## src/rtl/core/i2cm_pkg.sv

```systemverilog
package i2cm_pkg;

  localparam int unsigned BITS_PER_BYTE = 8;

  localparam int unsigned UNIT_W  = 10;
  localparam int unsigned DELAY_W = 12;
  localparam int unsigned POLL_W  = 10;

  localparam logic [UNIT_W-1:0] TICKS_RESET = 10'd50;
  localparam logic [POLL_W-1:0] POLL_RESET  = 10'd250;

  // configuration register indexes
  localparam logic CFG_TICKS_PER_UNIT = 1'b0;
  localparam logic CFG_ACK_POLL_LIMIT = 1'b1;

  typedef enum logic [2:0] {
    CMD_START = 3'd0,
    CMD_STOP  = 3'd1,
    CMD_WRITE = 3'd2,
    CMD_WACK  = 3'd3,
    CMD_READ  = 3'd4
  } cmd_e;

  typedef enum logic [4:0] {
    PH_IDLE    = 5'd0,
    PH_ST_A    = 5'd1,
    PH_ST_B    = 5'd2,
    PH_SP_A    = 5'd3,
    PH_SP_B    = 5'd4,
    PH_WA_A    = 5'd5,
    PH_WA_POLL = 5'd6,
    PH_WB_HI   = 5'd7,
    PH_WB_LO   = 5'd8,
    PH_WB_NEXT = 5'd9,
    PH_RB_HI   = 5'd10,
    PH_RB_NEXT = 5'd11,
    PH_RA_HI   = 5'd12,
    PH_RA_END  = 5'd13
  } phase_e;

  typedef struct packed {
    phase_e             phase;
    logic [2:0]         command_kind;
    logic [3:0]         bit_count;
    logic [7:0]         shift_reg;
    logic [DELAY_W-1:0] delay_count;
    logic [POLL_W-1:0]  poll_count;
    logic               scl_reg;
    logic               sda_reg;
    logic               sda_dir;
    logic               ack_choice;
    logic               fail_flag;
    logic [7:0]         rx_hold;
  } state_t;

  typedef struct packed {
    logic       req_valid;
    logic [2:0] req_type;
    logic [7:0] tx_byte;
    logic       send_ack;
    logic       sda_in;
  } req_t;

  typedef struct packed {
    logic [UNIT_W-1:0] ticks_per_unit;
    logic [POLL_W-1:0] ack_poll_limit;
  } cfg_t;

endpackage

```

## src/rtl/core/i2cm_step.sv

```systemverilog
module i2cm_step #(
  parameter int unsigned BITS_PER_BYTE = i2cm_pkg::BITS_PER_BYTE
) (
  input  i2cm_pkg::state_t state_i,
  input  i2cm_pkg::req_t   req_i,
  input  i2cm_pkg::cfg_t   cfg_i,
  output i2cm_pkg::state_t state_o,
  output logic             done_o
);
  import i2cm_pkg::*;

  localparam logic [3:0] NumBits = 4'(BITS_PER_BYTE);

  logic [UNIT_W-1:0]  unit_eff;
  logic [DELAY_W-1:0] d1, d2, dc;
  logic [POLL_W:0]    poll_inc;

  assign unit_eff = (cfg_i.ticks_per_unit == '0) ? UNIT_W'(1) : cfg_i.ticks_per_unit;
  assign d1       = DELAY_W'(unit_eff);
  assign d2       = DELAY_W'({unit_eff, 1'b0});
  assign poll_inc = {1'b0, state_i.poll_count} + (POLL_W+1)'(1);

  always_comb begin
    state_o = state_i;
    done_o  = 1'b0;
    dc      = state_i.delay_count;
    if (state_i.phase == PH_IDLE) begin
      if (req_i.req_valid) begin
        unique case (req_i.req_type)
          CMD_START: begin
            state_o.command_kind = req_i.req_type;
            state_o.sda_dir      = 1'b1;
            state_o.sda_reg      = 1'b1;
            state_o.scl_reg      = 1'b1;
            state_o.delay_count  = d2;
            state_o.phase        = PH_ST_A;
          end
          CMD_STOP: begin
            state_o.command_kind = req_i.req_type;
            state_o.sda_dir      = 1'b1;
            state_o.scl_reg      = 1'b0;
            state_o.sda_reg      = 1'b0;
            state_o.delay_count  = d2;
            state_o.phase        = PH_SP_A;
          end
          CMD_WRITE: begin
            state_o.command_kind = req_i.req_type;
            state_o.sda_dir      = 1'b1;
            state_o.scl_reg      = 1'b0;
            state_o.bit_count    = '0;
            state_o.sda_reg      = req_i.tx_byte[7];
            state_o.shift_reg    = {req_i.tx_byte[6:0], 1'b0};
            state_o.delay_count  = d1;
            state_o.phase        = PH_WB_HI;
          end
          CMD_WACK: begin
            state_o.command_kind = req_i.req_type;
            state_o.fail_flag    = 1'b0;
            state_o.poll_count   = '0;
            state_o.sda_dir      = 1'b0;
            state_o.sda_reg      = 1'b1;
            state_o.delay_count  = d1;
            state_o.phase        = PH_WA_A;
          end
          CMD_READ: begin
            state_o.command_kind = req_i.req_type;
            state_o.sda_dir      = 1'b0;
            state_o.sda_reg      = 1'b1;
            state_o.scl_reg      = 1'b0;
            state_o.bit_count    = '0;
            state_o.shift_reg    = '0;
            state_o.ack_choice   = req_i.send_ack;
            state_o.delay_count  = d1;
            state_o.phase        = PH_RB_HI;
          end
          default: ;  // unknown codes leave the block idle
        endcase
      end
    end else begin
      if (dc != '0) dc = dc - DELAY_W'(1);
      state_o.delay_count = dc;
      if (dc == '0) begin
        unique case (state_i.phase)
          PH_ST_A: begin
            state_o.sda_reg     = 1'b0;
            state_o.delay_count = d2;
            state_o.phase       = PH_ST_B;
          end
          PH_ST_B: begin
            state_o.scl_reg = 1'b0;
            done_o          = 1'b1;
          end
          PH_SP_A: begin
            state_o.scl_reg     = 1'b1;
            state_o.sda_reg     = 1'b1;
            state_o.delay_count = d2;
            state_o.phase       = PH_SP_B;
          end
          PH_SP_B: done_o = 1'b1;
          PH_WA_A: begin
            state_o.scl_reg     = 1'b1;
            state_o.delay_count = d1;
            state_o.phase       = PH_WA_POLL;
          end
          PH_WA_POLL: begin
            if (!req_i.sda_in) begin
              state_o.scl_reg = 1'b0;
              done_o          = 1'b1;
            end else if (poll_inc > {1'b0, cfg_i.ack_poll_limit}) begin
              // timed out: flag it and run the stop sequence
              state_o.fail_flag   = 1'b1;
              state_o.sda_dir     = 1'b1;
              state_o.scl_reg     = 1'b0;
              state_o.sda_reg     = 1'b0;
              state_o.delay_count = d2;
              state_o.phase       = PH_SP_A;
            end else begin
              state_o.poll_count  = poll_inc[POLL_W-1:0];
              state_o.delay_count = DELAY_W'(1);
            end
          end
          PH_WB_HI: begin
            state_o.scl_reg     = 1'b1;
            state_o.delay_count = d1;
            state_o.phase       = PH_WB_LO;
          end
          PH_WB_LO: begin
            state_o.scl_reg     = 1'b0;
            state_o.delay_count = d1;
            state_o.phase       = PH_WB_NEXT;
          end
          PH_WB_NEXT: begin
            state_o.bit_count = state_i.bit_count + 4'd1;
            if (state_o.bit_count >= NumBits) begin
              done_o = 1'b1;
            end else begin
              state_o.sda_reg     = state_i.shift_reg[7];
              state_o.shift_reg   = {state_i.shift_reg[6:0], 1'b0};
              state_o.delay_count = d1;
              state_o.phase       = PH_WB_HI;
            end
          end
          PH_RB_HI: begin
            state_o.scl_reg     = 1'b1;
            state_o.shift_reg   = {state_i.shift_reg[6:0], req_i.sda_in};
            state_o.delay_count = d1;
            state_o.phase       = PH_RB_NEXT;
          end
          PH_RB_NEXT: begin
            state_o.bit_count = state_i.bit_count + 4'd1;
            state_o.scl_reg   = 1'b0;
            if (state_o.bit_count < NumBits) begin
              state_o.delay_count = d1;
              state_o.phase       = PH_RB_HI;
            end else begin
              state_o.rx_hold     = state_i.shift_reg;
              state_o.sda_dir     = 1'b1;
              state_o.sda_reg     = ~state_i.ack_choice;
              state_o.delay_count = d2;
              state_o.phase       = PH_RA_HI;
            end
          end
          PH_RA_HI: begin
            state_o.scl_reg     = 1'b1;
            state_o.delay_count = d2;
            state_o.phase       = PH_RA_END;
          end
          PH_RA_END: begin
            state_o.scl_reg = 1'b0;
            done_o          = 1'b1;
          end
          default: done_o = 1'b1;
        endcase
        if (done_o) begin
          state_o.phase       = PH_IDLE;
          state_o.delay_count = '0;
        end
      end
    end
  end

endmodule

```

## src/rtl/core/i2c_master_bit_engine_top.sv

```systemverilog
// I2C master bit engine. Each input item is one bus timing tick carrying the
// sampled SDA level and an optional command (start, stop, write byte MSB
// first, wait for acknowledge, read byte with ACK or NACK). Every accepted
// item yields exactly one result item with the SCL/SDA drive levels and the
// command status after that tick. One item is taken per clock cycle; the
// tick's state update is a single combinational pass into the state and
// result registers, and the result register only holds the input off while
// a result is waiting and the output side stalls. Bus delays are one or two
// units of ticks_per_unit ticks (0 acts as 1). Commands offered while
// busy, or on the tick a command finishes, are ignored. Configuration is
// written through the cfg port, index 0 ticks_per_unit, index 1
// ack_poll_limit, and is always ready.
module i2c_master_bit_engine_top #(
  parameter int unsigned BITS_PER_BYTE = i2cm_pkg::BITS_PER_BYTE
) (
  input  logic        clk_i,
  input  logic        rst_ni,
  input  logic        s_axis_tvalid,
  output logic        s_axis_tready,
  // [0] req_valid, [8:1] tx_byte, [9] send_ack, [10] sda_in, [15:11] zero
  input  logic [15:0] s_axis_tdata,
  // [2:0] req_type
  input  logic [2:0]  s_axis_tuser,
  output logic        m_axis_tvalid,
  input  logic        m_axis_tready,
  // [0] scl_level, [1] sda_level, [2] sda_drive, [3] busy_res, [4] done_res,
  // [12:5] rx_byte, [13] ack_failed, [15:14] zero
  output logic [15:0] m_axis_tdata,
  input  logic        cfg_valid_i,
  output logic        cfg_ready_o,
  input  logic        cfg_index_i,
  input  logic [9:0]  cfg_data_i
);
  import i2cm_pkg::*;

  state_t state_q, state_d;
  cfg_t   cfg_q;
  req_t   req;
  logic   done;
  logic   in_fire;
  logic   out_valid_q;
  logic [15:0] out_data_q;

  assign req.req_valid = s_axis_tdata[0];
  assign req.tx_byte   = s_axis_tdata[8:1];
  assign req.send_ack  = s_axis_tdata[9];
  assign req.sda_in    = s_axis_tdata[10];
  assign req.req_type  = s_axis_tuser;

  assign s_axis_tready = ~out_valid_q | m_axis_tready;
  assign in_fire       = s_axis_tvalid & s_axis_tready;
  assign cfg_ready_o   = 1'b1;

  i2cm_step #(
    .BITS_PER_BYTE(BITS_PER_BYTE)
  ) u_step (
    .state_i(state_q),
    .req_i  (req),
    .cfg_i  (cfg_q),
    .state_o(state_d),
    .done_o (done)
  );

  always_ff @(posedge clk_i or negedge rst_ni) begin
    if (!rst_ni) begin
      cfg_q.ticks_per_unit <= TICKS_RESET;
      cfg_q.ack_poll_limit <= POLL_RESET;
    end else if (cfg_valid_i) begin
      unique case (cfg_index_i)
        CFG_TICKS_PER_UNIT: cfg_q.ticks_per_unit <= cfg_data_i;
        CFG_ACK_POLL_LIMIT: cfg_q.ack_poll_limit <= cfg_data_i;
        default: ;
      endcase
    end
  end

  always_ff @(posedge clk_i or negedge rst_ni) begin
    if (!rst_ni) begin
      state_q <= '{phase: PH_IDLE, scl_reg: 1'b1, sda_reg: 1'b1, sda_dir: 1'b1,
                   default: '0};
    end else if (in_fire) begin
      state_q <= state_d;
    end
  end

  always_ff @(posedge clk_i or negedge rst_ni) begin
    if (!rst_ni) begin
      out_valid_q <= 1'b0;
    end else if (in_fire) begin
      out_valid_q <= 1'b1;
    end else if (m_axis_tready) begin
      out_valid_q <= 1'b0;
    end
  end

  // hold the result until taken; load a fresh one with each accepted item
  always_ff @(posedge clk_i) begin
    if (in_fire) begin
      out_data_q <= {2'b00, state_d.fail_flag, state_d.rx_hold, done,
                     (state_d.phase != PH_IDLE), state_d.sda_dir,
                     state_d.sda_reg, state_d.scl_reg};
    end
  end

  assign m_axis_tvalid = out_valid_q;
  assign m_axis_tdata  = out_data_q;

endmodule

```

## config.mk

```make
export PLATFORM = sky130hd
export DESIGN_NAME = i2c_master_bit_engine_top
export DESIGN_NICKNAME = d
export VERILOG_FILES = /design/src/rtl/core/i2cm_pkg.sv /design/src/rtl/core/i2cm_step.sv /design/src/rtl/core/i2c_master_bit_engine_top.sv
export SDC_FILE = /design/constraint.sdc
export NUM_CORES = 1
export LEC_CHECK = 0
export BUFFER_PORTS_ARGS = -buffer_cell sky130_fd_sc_hd__buf_2
export CAP_MARGIN = 0
export CORE_MARGIN = 2
export CORE_UTILIZATION = 60
export CTS_CLUSTER_DIAMETER = 200
export DETAILED_ROUTE_END_ITERATION = 8
export PLACE_DENSITY = 0.8
export SLEW_MARGIN = 20
export SYNTH_ARGS = -nofsm -noshare
export SYNTH_HDL_FRONTEND = slang
export SYNTH_SLANG_ARGS = --single-unit
```

## constraint.sdc

```tcl
create_clock -name clk_i -period 9.2 [get_ports clk_i]
set_input_delay 1.84 -clock clk_i [delete_from_list [all_inputs] [get_ports clk_i]]
set_output_delay 1.84 -clock clk_i [all_outputs]
set_load 0.03 [all_outputs]
```

==> results.cfg, run 1 <==
[placement]
portBuffers = 45
hpwlAfterDp_um = 10100
gp_congestion = 0.951
place_area_um2 = 5890

[finish]
area_growth_syn_to_layout_pct = 7.80
n_antenna_cell = 0
layout.nets = 669
mostFrequentLayoutCells = dfrtp_1 (61), a21oi_1 (49), buf_2 (45)
layout_commonest_cell = dfrtp_1
drive_above_1_share_pct = 22.4
design_area_um2 = 6110
num-fill-cells = 717

[timing]
final-setup-viol-count = 0
tightest_slew_ns = 1.11
max_clock_freq_ghz = 0.243
hold_violations = 0
period_share_pct = 44.7
rsz0062_at_grt = no
drv_slew = 0
timing.slew.headroom_pct = 26.0
hold_slack_ns = 0.520
finClkSkew_ns = 0.0166
period_needed_ns = 4.12
tns_ns = 0

[clocking]
cts_tree = built
post_cts_resized = 0
hold_buffers = 0
cts_made_buffers = 9
clock_sinks = 87
postCtsSetupRepairBufs = 0
cts.clk_slew.worst_paths_ns = 0.09
clock_path_buffers = 2
clk_latency_ns = 0.37
htree_levels = 3
cts-root-buf = clkbuf_8

[route]
via_per_inst = 6.75
finalWirelength_um = 14400
drc_errors = 0
dr.pass1.iters = 5
ant_nets = 0
drtIter0Drc = 449
post_drt_wl_per_cell_um = 19.5
vias = 4974

[setup_path]
cp_max_fo = 3
path_cells = buf_2 -> nand2b_1 -> buf_2
path_buf_inv = 2
worstPathRequired_ns = 7.36
worst-setup-path-type = in -> out
cp_common_cell = buf_2
cp_top_family = buffers and inverters
start_kind = input pin
worstPathArrival_ns = 2.28
cp_slowest_cell = buf_2
critPathCaptureType = output pin
slowest_delay_ns = 0.19

[global_route]
grt_pass1_wl_um = 23100
grt_pass1_vias = 4701
groute.usage.overall_pct = 28.7
gr-total-overflow = 0
antenna_found_initial = 0
grt_max_degree = 74

[power_and_ir_drop]
p_per_area_nw_per_um2 = 156
peakVddDrop_mv = 0.0995
power_leakage_nw = 2.57
total_power_uw = 952

[synth]
synth-main-ff-cell = dfrtp_1
syn_area_um2 = 5660
ys_async_sr_fraction_pct = 83.9
synth_cells = 596
ys_seq_area_share_pct = 39.9
syn_area_per_cell_um2 = 9.50
synth_edf_count = 14
synth_seq_cells = 87
yosys_warnings = 0
synth_cell_types = 80

[die]
die-height_um = 101
die_w_um = 101
ios = 54
initial_core_util_pct = 61.6
core_um2 = 9200
core.rowCount = 35
die_area_um2 = 10200

[run_status]
status = finished clean

[worst_hold_path]
hold_path_class = reg -> reg

[run]
drv_cap = 0
==> worst paths after layout <==
path                               startpoint            end  slack (ns)  cells past startpoint
worst max-delay path            m_axis_tready  s_axis_tready        5.08                      3
worst min-delay path                 cfg_q[0]       cfg_q[0]        0.52                      1
worst max register to register    state_q[13]    state_q[30]        5.20                     13
worst min register to register       cfg_q[0]       cfg_q[0]        0.52                      1
max in group asynchronous              rst_ni    state_q[20]        6.91                      2
min in group asynchronous              rst_ni      cfg_q[13]        1.69                      2
==> layer usage <==
metal	track usage, %	part of all wire (%)
met4	11.9	2.5
met3	4.76	7.7
met2	46.5	49
met1	38.5	41
met5	0	0
==> per-stage QoR <==
step / utilization (%) / cells / setup WS (ns)
finish: 66.4 / 737 / 5.08
global placement: 64.1 / 721 / 4.60
CTS: 66.3 / 737 / 4.90
global route: 66.4 / 737 / 4.93
detailed placement: 64.1 / 721 / 4.56
floorplan: - / 597 / 5.22
==> where the power goes <==
part / leakage (nW) / switching, mW / internal, mW
registers: 1.01 / 0.0540 / 0.427
clock network: 0.101 / 0.154 / 0.130
logic: 1.45 / 0.106 / 0.0809
total: 2.57 / 0.314 / 0.638
==> state kept, by name (all words and copies together), names as in the netlist <==
register / count
state_q: 52
cfg_q: 20
m_axis_tdata: 14
m_axis_tvalid: 1
==> cells in the mapped netlist, types with 4 or more instances <==
cell type	n	area, um2
o21ai_1	8	40.0
a211oi_1	4	30.0
inv_1	22	82.6
nand2b_1	10	62.6
a22o_1	4	35.0
nor4_1	9	56.3
ha_1	13	163
nor2_1	34	128
nand4_1	6	37.5
edfxtp_1	14	420
or3_1	6	37.5
o31ai_1	5	37.5
and3_1	4	25.0
nand2_1	39	146
a32o_1	7	70.1
mux2_4	9	135
nand3_1	18	90.1
mux2_2	39	439
a22oi_1	4	30.0
nor3_1	21	105
o22ai_1	7	43.8
dfstp_2	12	315
clkbuf_1	22	82.6
a31oi_1	15	93.8
and2_1	7	43.8
mux2i_1	12	120
xnor2_1	8	70.1
a21oi_1	49	245
o21ai_0	35	175
dfrtp_1	61	1530
buf_2	7	35.0
xor2_1	10	87.6
==> worst reg2reg max path: stages, from the launching register on <==
cell	delay [ns]
dfrtp_1	0.43
ha_1	0.28
nand3_1	0.15
nor2_1	0.15
nand2_1	0.10
xnor2_1	0.21
ha_1	0.30
a211oi_1	0.23
o221ai_1	0.15
o221a_2	0.29
o21bai_1	0.75
nand2_1	0.32
a221oi_1	0.38
o31ai_1	0.13
==> cell families (layout without fill, tap and decap cells) <==
kind of cell             after synthesis  in the layout  synth area share (%)
AND/OR/NAND/NOR                      179            179                  17.1
AO/OA/AOI/OAI                        174            174                  19.8
flip-flops                            87             87                  39.9
multiplexers                          61             61                  12.5
buffers and inverters                 61             90                  4.66
XOR/XNOR                              18             18                  2.78
adder cells (fa/ha/maj)               14             14                  3.05
other                                  2              3                 0.133
==> area by class of cell <==
cell class / count / area, um2 / share of cell area (%)
Clock buffer: 10 / 128 / 2.09
Multi-Input combinational cell: 449 / 3150 / 51.6
Sequential cell: 87 / 2260 / 37.0
Tap cell: 111 / 139 / 2.27
Clock inverter: 6 / 77.6 / 1.27
Timing Repair Buffer: 49 / 255 / 4.18
Inverter: 25 / 93.8 / 1.54
Power figures use the tool's default switching activity.
==> run 2: changes to the inputs <==
Settings changed: ABC_AREA set to 1, PLACE_DENSITY 0.8 to 0.79.
Clock period 9.2 ns to 3.9 ns, I/O delays scaled along.
==> run 2 against run 1 <==
Against the previous run:
- critical path depth grew 16
- worst hold slack worse by 0.029 ns
- highest routed layer unchanged
- critical endpoint is now m_axis_tdata[3]
- sequential power increased by 150%
- critical path type is now reg -> reg
- clock power up 130%
- largest power group unchanged
==> results.cfg, run 2 <==
[setup_path]
worstPathRequired_ns = 4.01
start_kind = flop
worst-setup-path-type = reg -> reg
worstPathArrival_ns = 3.37
cp_max_fo = 5
critPathCaptureType = flop

[route]
vias = 5656
drc_errors = 0
dr.pass1.iters = 5
drtIter0Drc = 503
ant_nets = 0
post_drt_wl_per_cell_um = 14.6
via_per_inst = 5.66
finalWirelength_um = 14600

[finish]
design_area_um2 = 6360
n_antenna_cell = 0
num-fill-cells = 870
multi_input_area_um2 = 3110
regArea_um2 = 2260
final_util_pct = 65.9
layout.nets = 909
drive_above_1_share_pct = 15.1
mostFrequentLayoutCells = nand2_1 (245), inv_1 (87), o21ai_0 (75)
layout_commonest_cell = nand2_1
area_growth_syn_to_layout_pct = 8.18
largest_reg_flops = 52
registers.top_by_ff_count = state_q

[die]
initial_core_util_pct = 61.0
die-height_um = 103
core_um2 = 9640
ios = 54
die_w_um = 103
die_area_um2 = 10600
core.rowCount = 36

[global_route]
grt_max_degree = 36
grt_pass1_vias = 4953
grt_pass1_wl_um = 23900
groute.usage.overall_pct = 28.6
antenna_found_initial = 0
gr-total-overflow = 0

[placement]
gp_congestion = 0.947
place_area_um2 = 6160
hpwlAfterDp_um = 10700
portBuffers = 45
post-place-ws_ns = 0.738

[synth]
yosysTopAreaCell = dfrtp_1
synth_cells = 828
syn_area_um2 = 5880
ys_async_sr_fraction_pct = 83.9
yosys-top-cells-area = dfrtp_1 (26%), nand2_1 (16%), edfxtp_1 (7.2%), o21ai_0 (6.4%), inv_1 (5.6%)
yosys_warnings = 0
synth_cell_types = 46
yosys-top-cells-count = nand2_1 (245), inv_1 (87), o21ai_0 (75), nor2_1 (70), dfrtp_1 (61)
netlist.area_leader.share_pct = 26.0
synth_edf_count = 14
yosysMostFrequentCell = nand2_1
syn_area_per_cell_um2 = 7.10
synth_seq_cells = 87
ys_seq_area_share_pct = 38.5
synth-main-ff-cell = dfrtp_1

[clocking]
hold_buffers = 0
cts-root-buf = clkbuf_8
clock_path_buffers = 2
cts.clk_slew.worst_paths_ns = 0.09
cts_made_buffers = 9
htree_levels = 3
post_cts_resized = 0
clk_latency_ns = 0.36
cts_tree = built
postCtsSetupRepairBufs = 0
clock_sinks = 87

[power_and_ir_drop]
power_leakage_nw = 3.08
p_per_area_nw_per_um2 = 392
total_power_mw = 2.49
peakVddDrop_mv = 0.183

[timing]
final-setup-viol-count = 0
tightest_slew_ns = 0.795
max_clock_freq_ghz = 0.307
layout_setup_ws_ns = 0.645
hold_violations = 0
period_needed_ns = 3.25
rsz0062_at_grt = no
period_share_pct = 83.5
drv_slew = 0
finClkSkew_ns = 0.0136
tns_ns = 0
timing.slew.headroom_pct = 47.0

[run]
drv_cap = 0

[run_status]
status = finished clean

[worst_hold_path]
hold_path_class = reg -> reg
-- run 2: layout make-up --
cell class                      instances  share of cell area [%]
Sequential cell                        87                    35.6
Inverter                               91                    5.37
Timing Repair Buffer                   52                    4.37
Tap cell                              133                    2.62
Clock inverter                          6                   0.945
Clock buffer                           10                    2.17
Multi-Input combinational cell        620                    48.9
-- run 2: path summary, 6_finish.rpt --
check | to | cells past startpoint | slack [ns] | startpoint
min reg2reg | state_q[12] | 2 | 0.49 | state_q[12]
min | state_q[12] | 2 | 0.49 | state_q[12]
min in group asynchronous | cfg_q[12] | 1 | 0.50 | rst_ni
max reg2reg | m_axis_tdata[3] | 19 | 0.65 | state_q[13]
max | m_axis_tdata[3] | 19 | 0.65 | state_q[13]
max in group asynchronous | cfg_q[6] | 2 | 2.42 | rst_ni
-- run 2: through the flow --
stage / std cells / hold slack (ns)
4_1_cts: 999 / 0.485
3_3_place_gp: 983 / 0.464
5_1_grt: 999 / 0.506
2_1_floorplan: 829 / 0.443
6_report: 999 / 0.491
3_5_place_dp: 983 / 0.469
-- run 2: worst max-delay path, cell delays in order (launching register included) --
cell,delay [ns]
dfrtp_1,0.50
nand3_1,0.14
nor2_1,0.15
inv_1,0.07
nor2_1,0.17
nand4_1,0.13
xnor2_1,0.22
ha_1,0.31
a21oi_1,0.16
nand2_1,0.07
a21oi_1,0.12
nand2_1,0.12
nand3_1,0.22
nand2_1,0.08
o21ai_0,0.07
nor2_1,0.06
nand2_1,0.05
nand3_1,0.11
nor3_1,0.20
nand2_1,0.08
-- run 2: where the power goes --
group	switching (mW)	internal, mW	leakage [nW]
clock network	0.339	0.311	0.0997
registers	0.129	1.08	1.02
logic	0.431	0.207	1.97
total	0.899	1.59	3.08
-- run 2: per-layer routing --
metal / vias up / routed length (um) / part of all wire, % / track usage, %
met1: 2616 / 6940 / 48 / 43.7
li1: 2783 / - / - / -
met4: 0 / 238 / 1.6 / 8.20
met5: - / 0 / 0 / 0
met2: 233 / 6360 / 44 / 42.0
met3: 24 / 1040 / 7.1 / 4.41
-- run 2: cells by family (layout without fill, tap and decap cells) --
| family | count (synthesis) | after routing | synth area share (%) |
|---|---|---|---|
| simple gates | 440 | 440 | 33.4 |
| compound gates | 155 | 155 | 15.2 |
| fa+ha+maj | 13 | 13 | 2.77 |
| mux | 1 | 1 | 0.192 |
| xor+xnor | 8 | 8 | 1.19 |
| flops | 87 | 87 | 38.5 |
| buf+inv | 122 | 159 | 8.62 |
| other cells | 2 | 3 | 0.128 |
==> run 3: changes to the inputs <==
Settings changed: ABC_AREA 1 to 0, CORE_UTILIZATION 60 to 54, PLACE_DENSITY 0.79 to 0.76.
Clock period 3.9 ns to 2.6 ns, I/O delays scaled along.
==> run 3 against run 2 <==
Against the previous run:
- the run now ends with negative setup slack left
- first-iteration DRC count shrank 8.5%
- sequential power grew 36%
- combinational power grew 77%
==> results.cfg, run 3 (synthesis gave the netlist of run 1 again) <==
[setup_path]
critPathCaptureType = flop
worst-setup-path-type = reg -> reg
worstPathArrival_ns = 3.49
r2r_end = state_q[19]
reg2reg_depth = 14
critPathCapture = state_q[19]
rrSetupSlack_ns = -0.60
startpoint = state_q[15]
cp_max_fo = 13
start_kind = flop
worstPathRequired_ns = 2.89
worstReg2RegStart = state_q[15]

[clocking]
cts_made_buffers = 9
cts-root-buf = clkbuf_8
clock_sinks = 87
hold_buffers = 0
cts_tree = built
cts.clk_slew.worst_paths_ns = 0.11
clk_latency_ns = 0.37
clock_path_buffers = 2
htree_levels = 3

[placement]
gp_congestion = 1.00
hpwlAfterDp_um = 12300
dp.cells = 856
post-place-ws_ns = -0.749
portBuffers = 45

[finish]
finalNonFillerCells = 892
largest_reg_flops = 52
area_growth_syn_to_layout_pct = 34.4
mostFrequentLayoutCells = buf_4 (118), dfrtp_1 (57), buf_2 (45)
layout_commonest_cell = buf_4
registers.top_by_ff_count = state_q
layout.nets = 799
drive_above_1_share_pct = 43.1
final_util_pct = 74.4
n_antenna_cell = 0

[run_status]
violations = negative setup slack
status = complete, but fails checks

[timing]
max_clock_freq_ghz = 0.313
timing.slew.headroom_pct = 39.4
finClkSkew_ns = 0.0117
drv_slew = 0
period_needed_ns = 3.20
layout_setup_ws_ns = -0.600
period_share_pct = 123
rsz0062_at_grt = yes
hold_violations = 0
hold_slack_ns = 0.110
final-setup-viol-count = 56
tightest_slew_ns = 0.907

[die]
die-height_um = 106
initial_core_util_pct = 55.4
die_w_um = 106
ios = 54
die_area_um2 = 11300
core_um2 = 10200
core.rowCount = 37

[route]
ant_nets = 0
vias = 5616
post_drt_wl_per_cell_um = 19.9
finalWirelength_um = 17700
drtIter0Drc = 460
dr.pass1.iters = 5
drc_errors = 0
via_per_inst = 6.30

[global_route]
groute.usage.overall_pct = 31.7
grt_max_degree = 55
antenna_found_initial = 0
grt_pass1_vias = 5604
grt_pass1_wl_um = 28100
gr-total-overflow = 0

[power_and_ir_drop]
power_leakage_nw = 3.42
p_per_area_nw_per_um2 = 491
peakVddDrop_mv = 0.692

[worst_hold_path]
hold_path_class = in -> async

[run]
drv_cap = 0
run 3: changes by cell type in the layout (fill, tap and decap cells not counted), sizes merged, moves of 11 or more:
cell and delta:
nand4 -15, a31oi +13, nor2 -45, buf +127
nand2 -224, mux2i +13, mux2 +47, o21ai -60
nand2b +11, nor3 +14, a21oi +24, nand3 -45
nor4 +11, inv -64
run 3: per-layer routing:
layer	track usage, %	part of all wire (%)	wire length (um)	vias to the layer above
met3	6.13	7.3	1300	88
met2	53.2	48	8520	281
li1	-	-	-	2534
met1	40.2	40	7110	2713
met5	0	0	0	-
met4	13.1	4.5	800	0
run 3: timing repair:
item / 4_1_cts / 5_1_grt
setup endpoints to repair: 63 / 63
setup buffers: 11 / 10
pin swaps: 27 / 13
resized for setup: 46 / 25
run 3: worst min path at each step:
stage               startpoint  cells past startpoint  slack [ns]           to
finish                  rst_ni                      1        0.11  state_q[23]
global route            rst_ni                      1        0.13  state_q[23]
CTS                     rst_ni                      1        0.12  state_q[34]
detailed placement  state_q[4]                      1        0.49   state_q[4]
global placement    state_q[4]                      1        0.49   state_q[4]
floorplan               rst_ni                      0        0.22     cfg_q[0]
run 3: cell type report:
type	instances	area [um2]
tap	136	170
timing repair buffer	179	1330
clock inverter	7	75.1
sequential	87	2270
multi-input combinational	449	3550
fill	698	2620
inverter	25	96.3
clock buffer	9	124
run 3: where the power goes:
group | leakage [nW] | internal (mW) | switching (mW) | total, mW
Combinational | 2.32 | 0.528 | 0.600 | 1.13
Sequential | 1.01 | 1.51 | 0.120 | 1.63
Clock | 0.0985 | 0.381 | 0.597 | 0.978
run 3: through the flow:
step / setup TNS, ns / power [mW] / instance area (um2)
2_1_floorplan: -14.90 / 2.22 / 5910
3_3_place_gp: -20.84 / 2.58 / 6990
3_5_place_dp: -26.09 / 2.62 / 6990
4_1_cts: -15.62 / 3.63 / 7440
5_1_grt: -22.70 / 3.89 / 7610
6_report: -19.43 / 3.74 / 7610
run 3: worst max-delay path, cell delays in order (launching register included):
cell and delay, ns:
dfrtp_2 0.41, nand3_2 0.12, nor2_4 0.11, and3_4 0.21, buf_4 0.12, xor2_2 0.17, ha_1 0.28, o21ai_1 0.20
a21oi_1 0.12, o221a_4 0.28, or4_4 0.43, nor4_4 0.20, buf_12 0.18, a31oi_1 0.12, a31oi_1 0.16
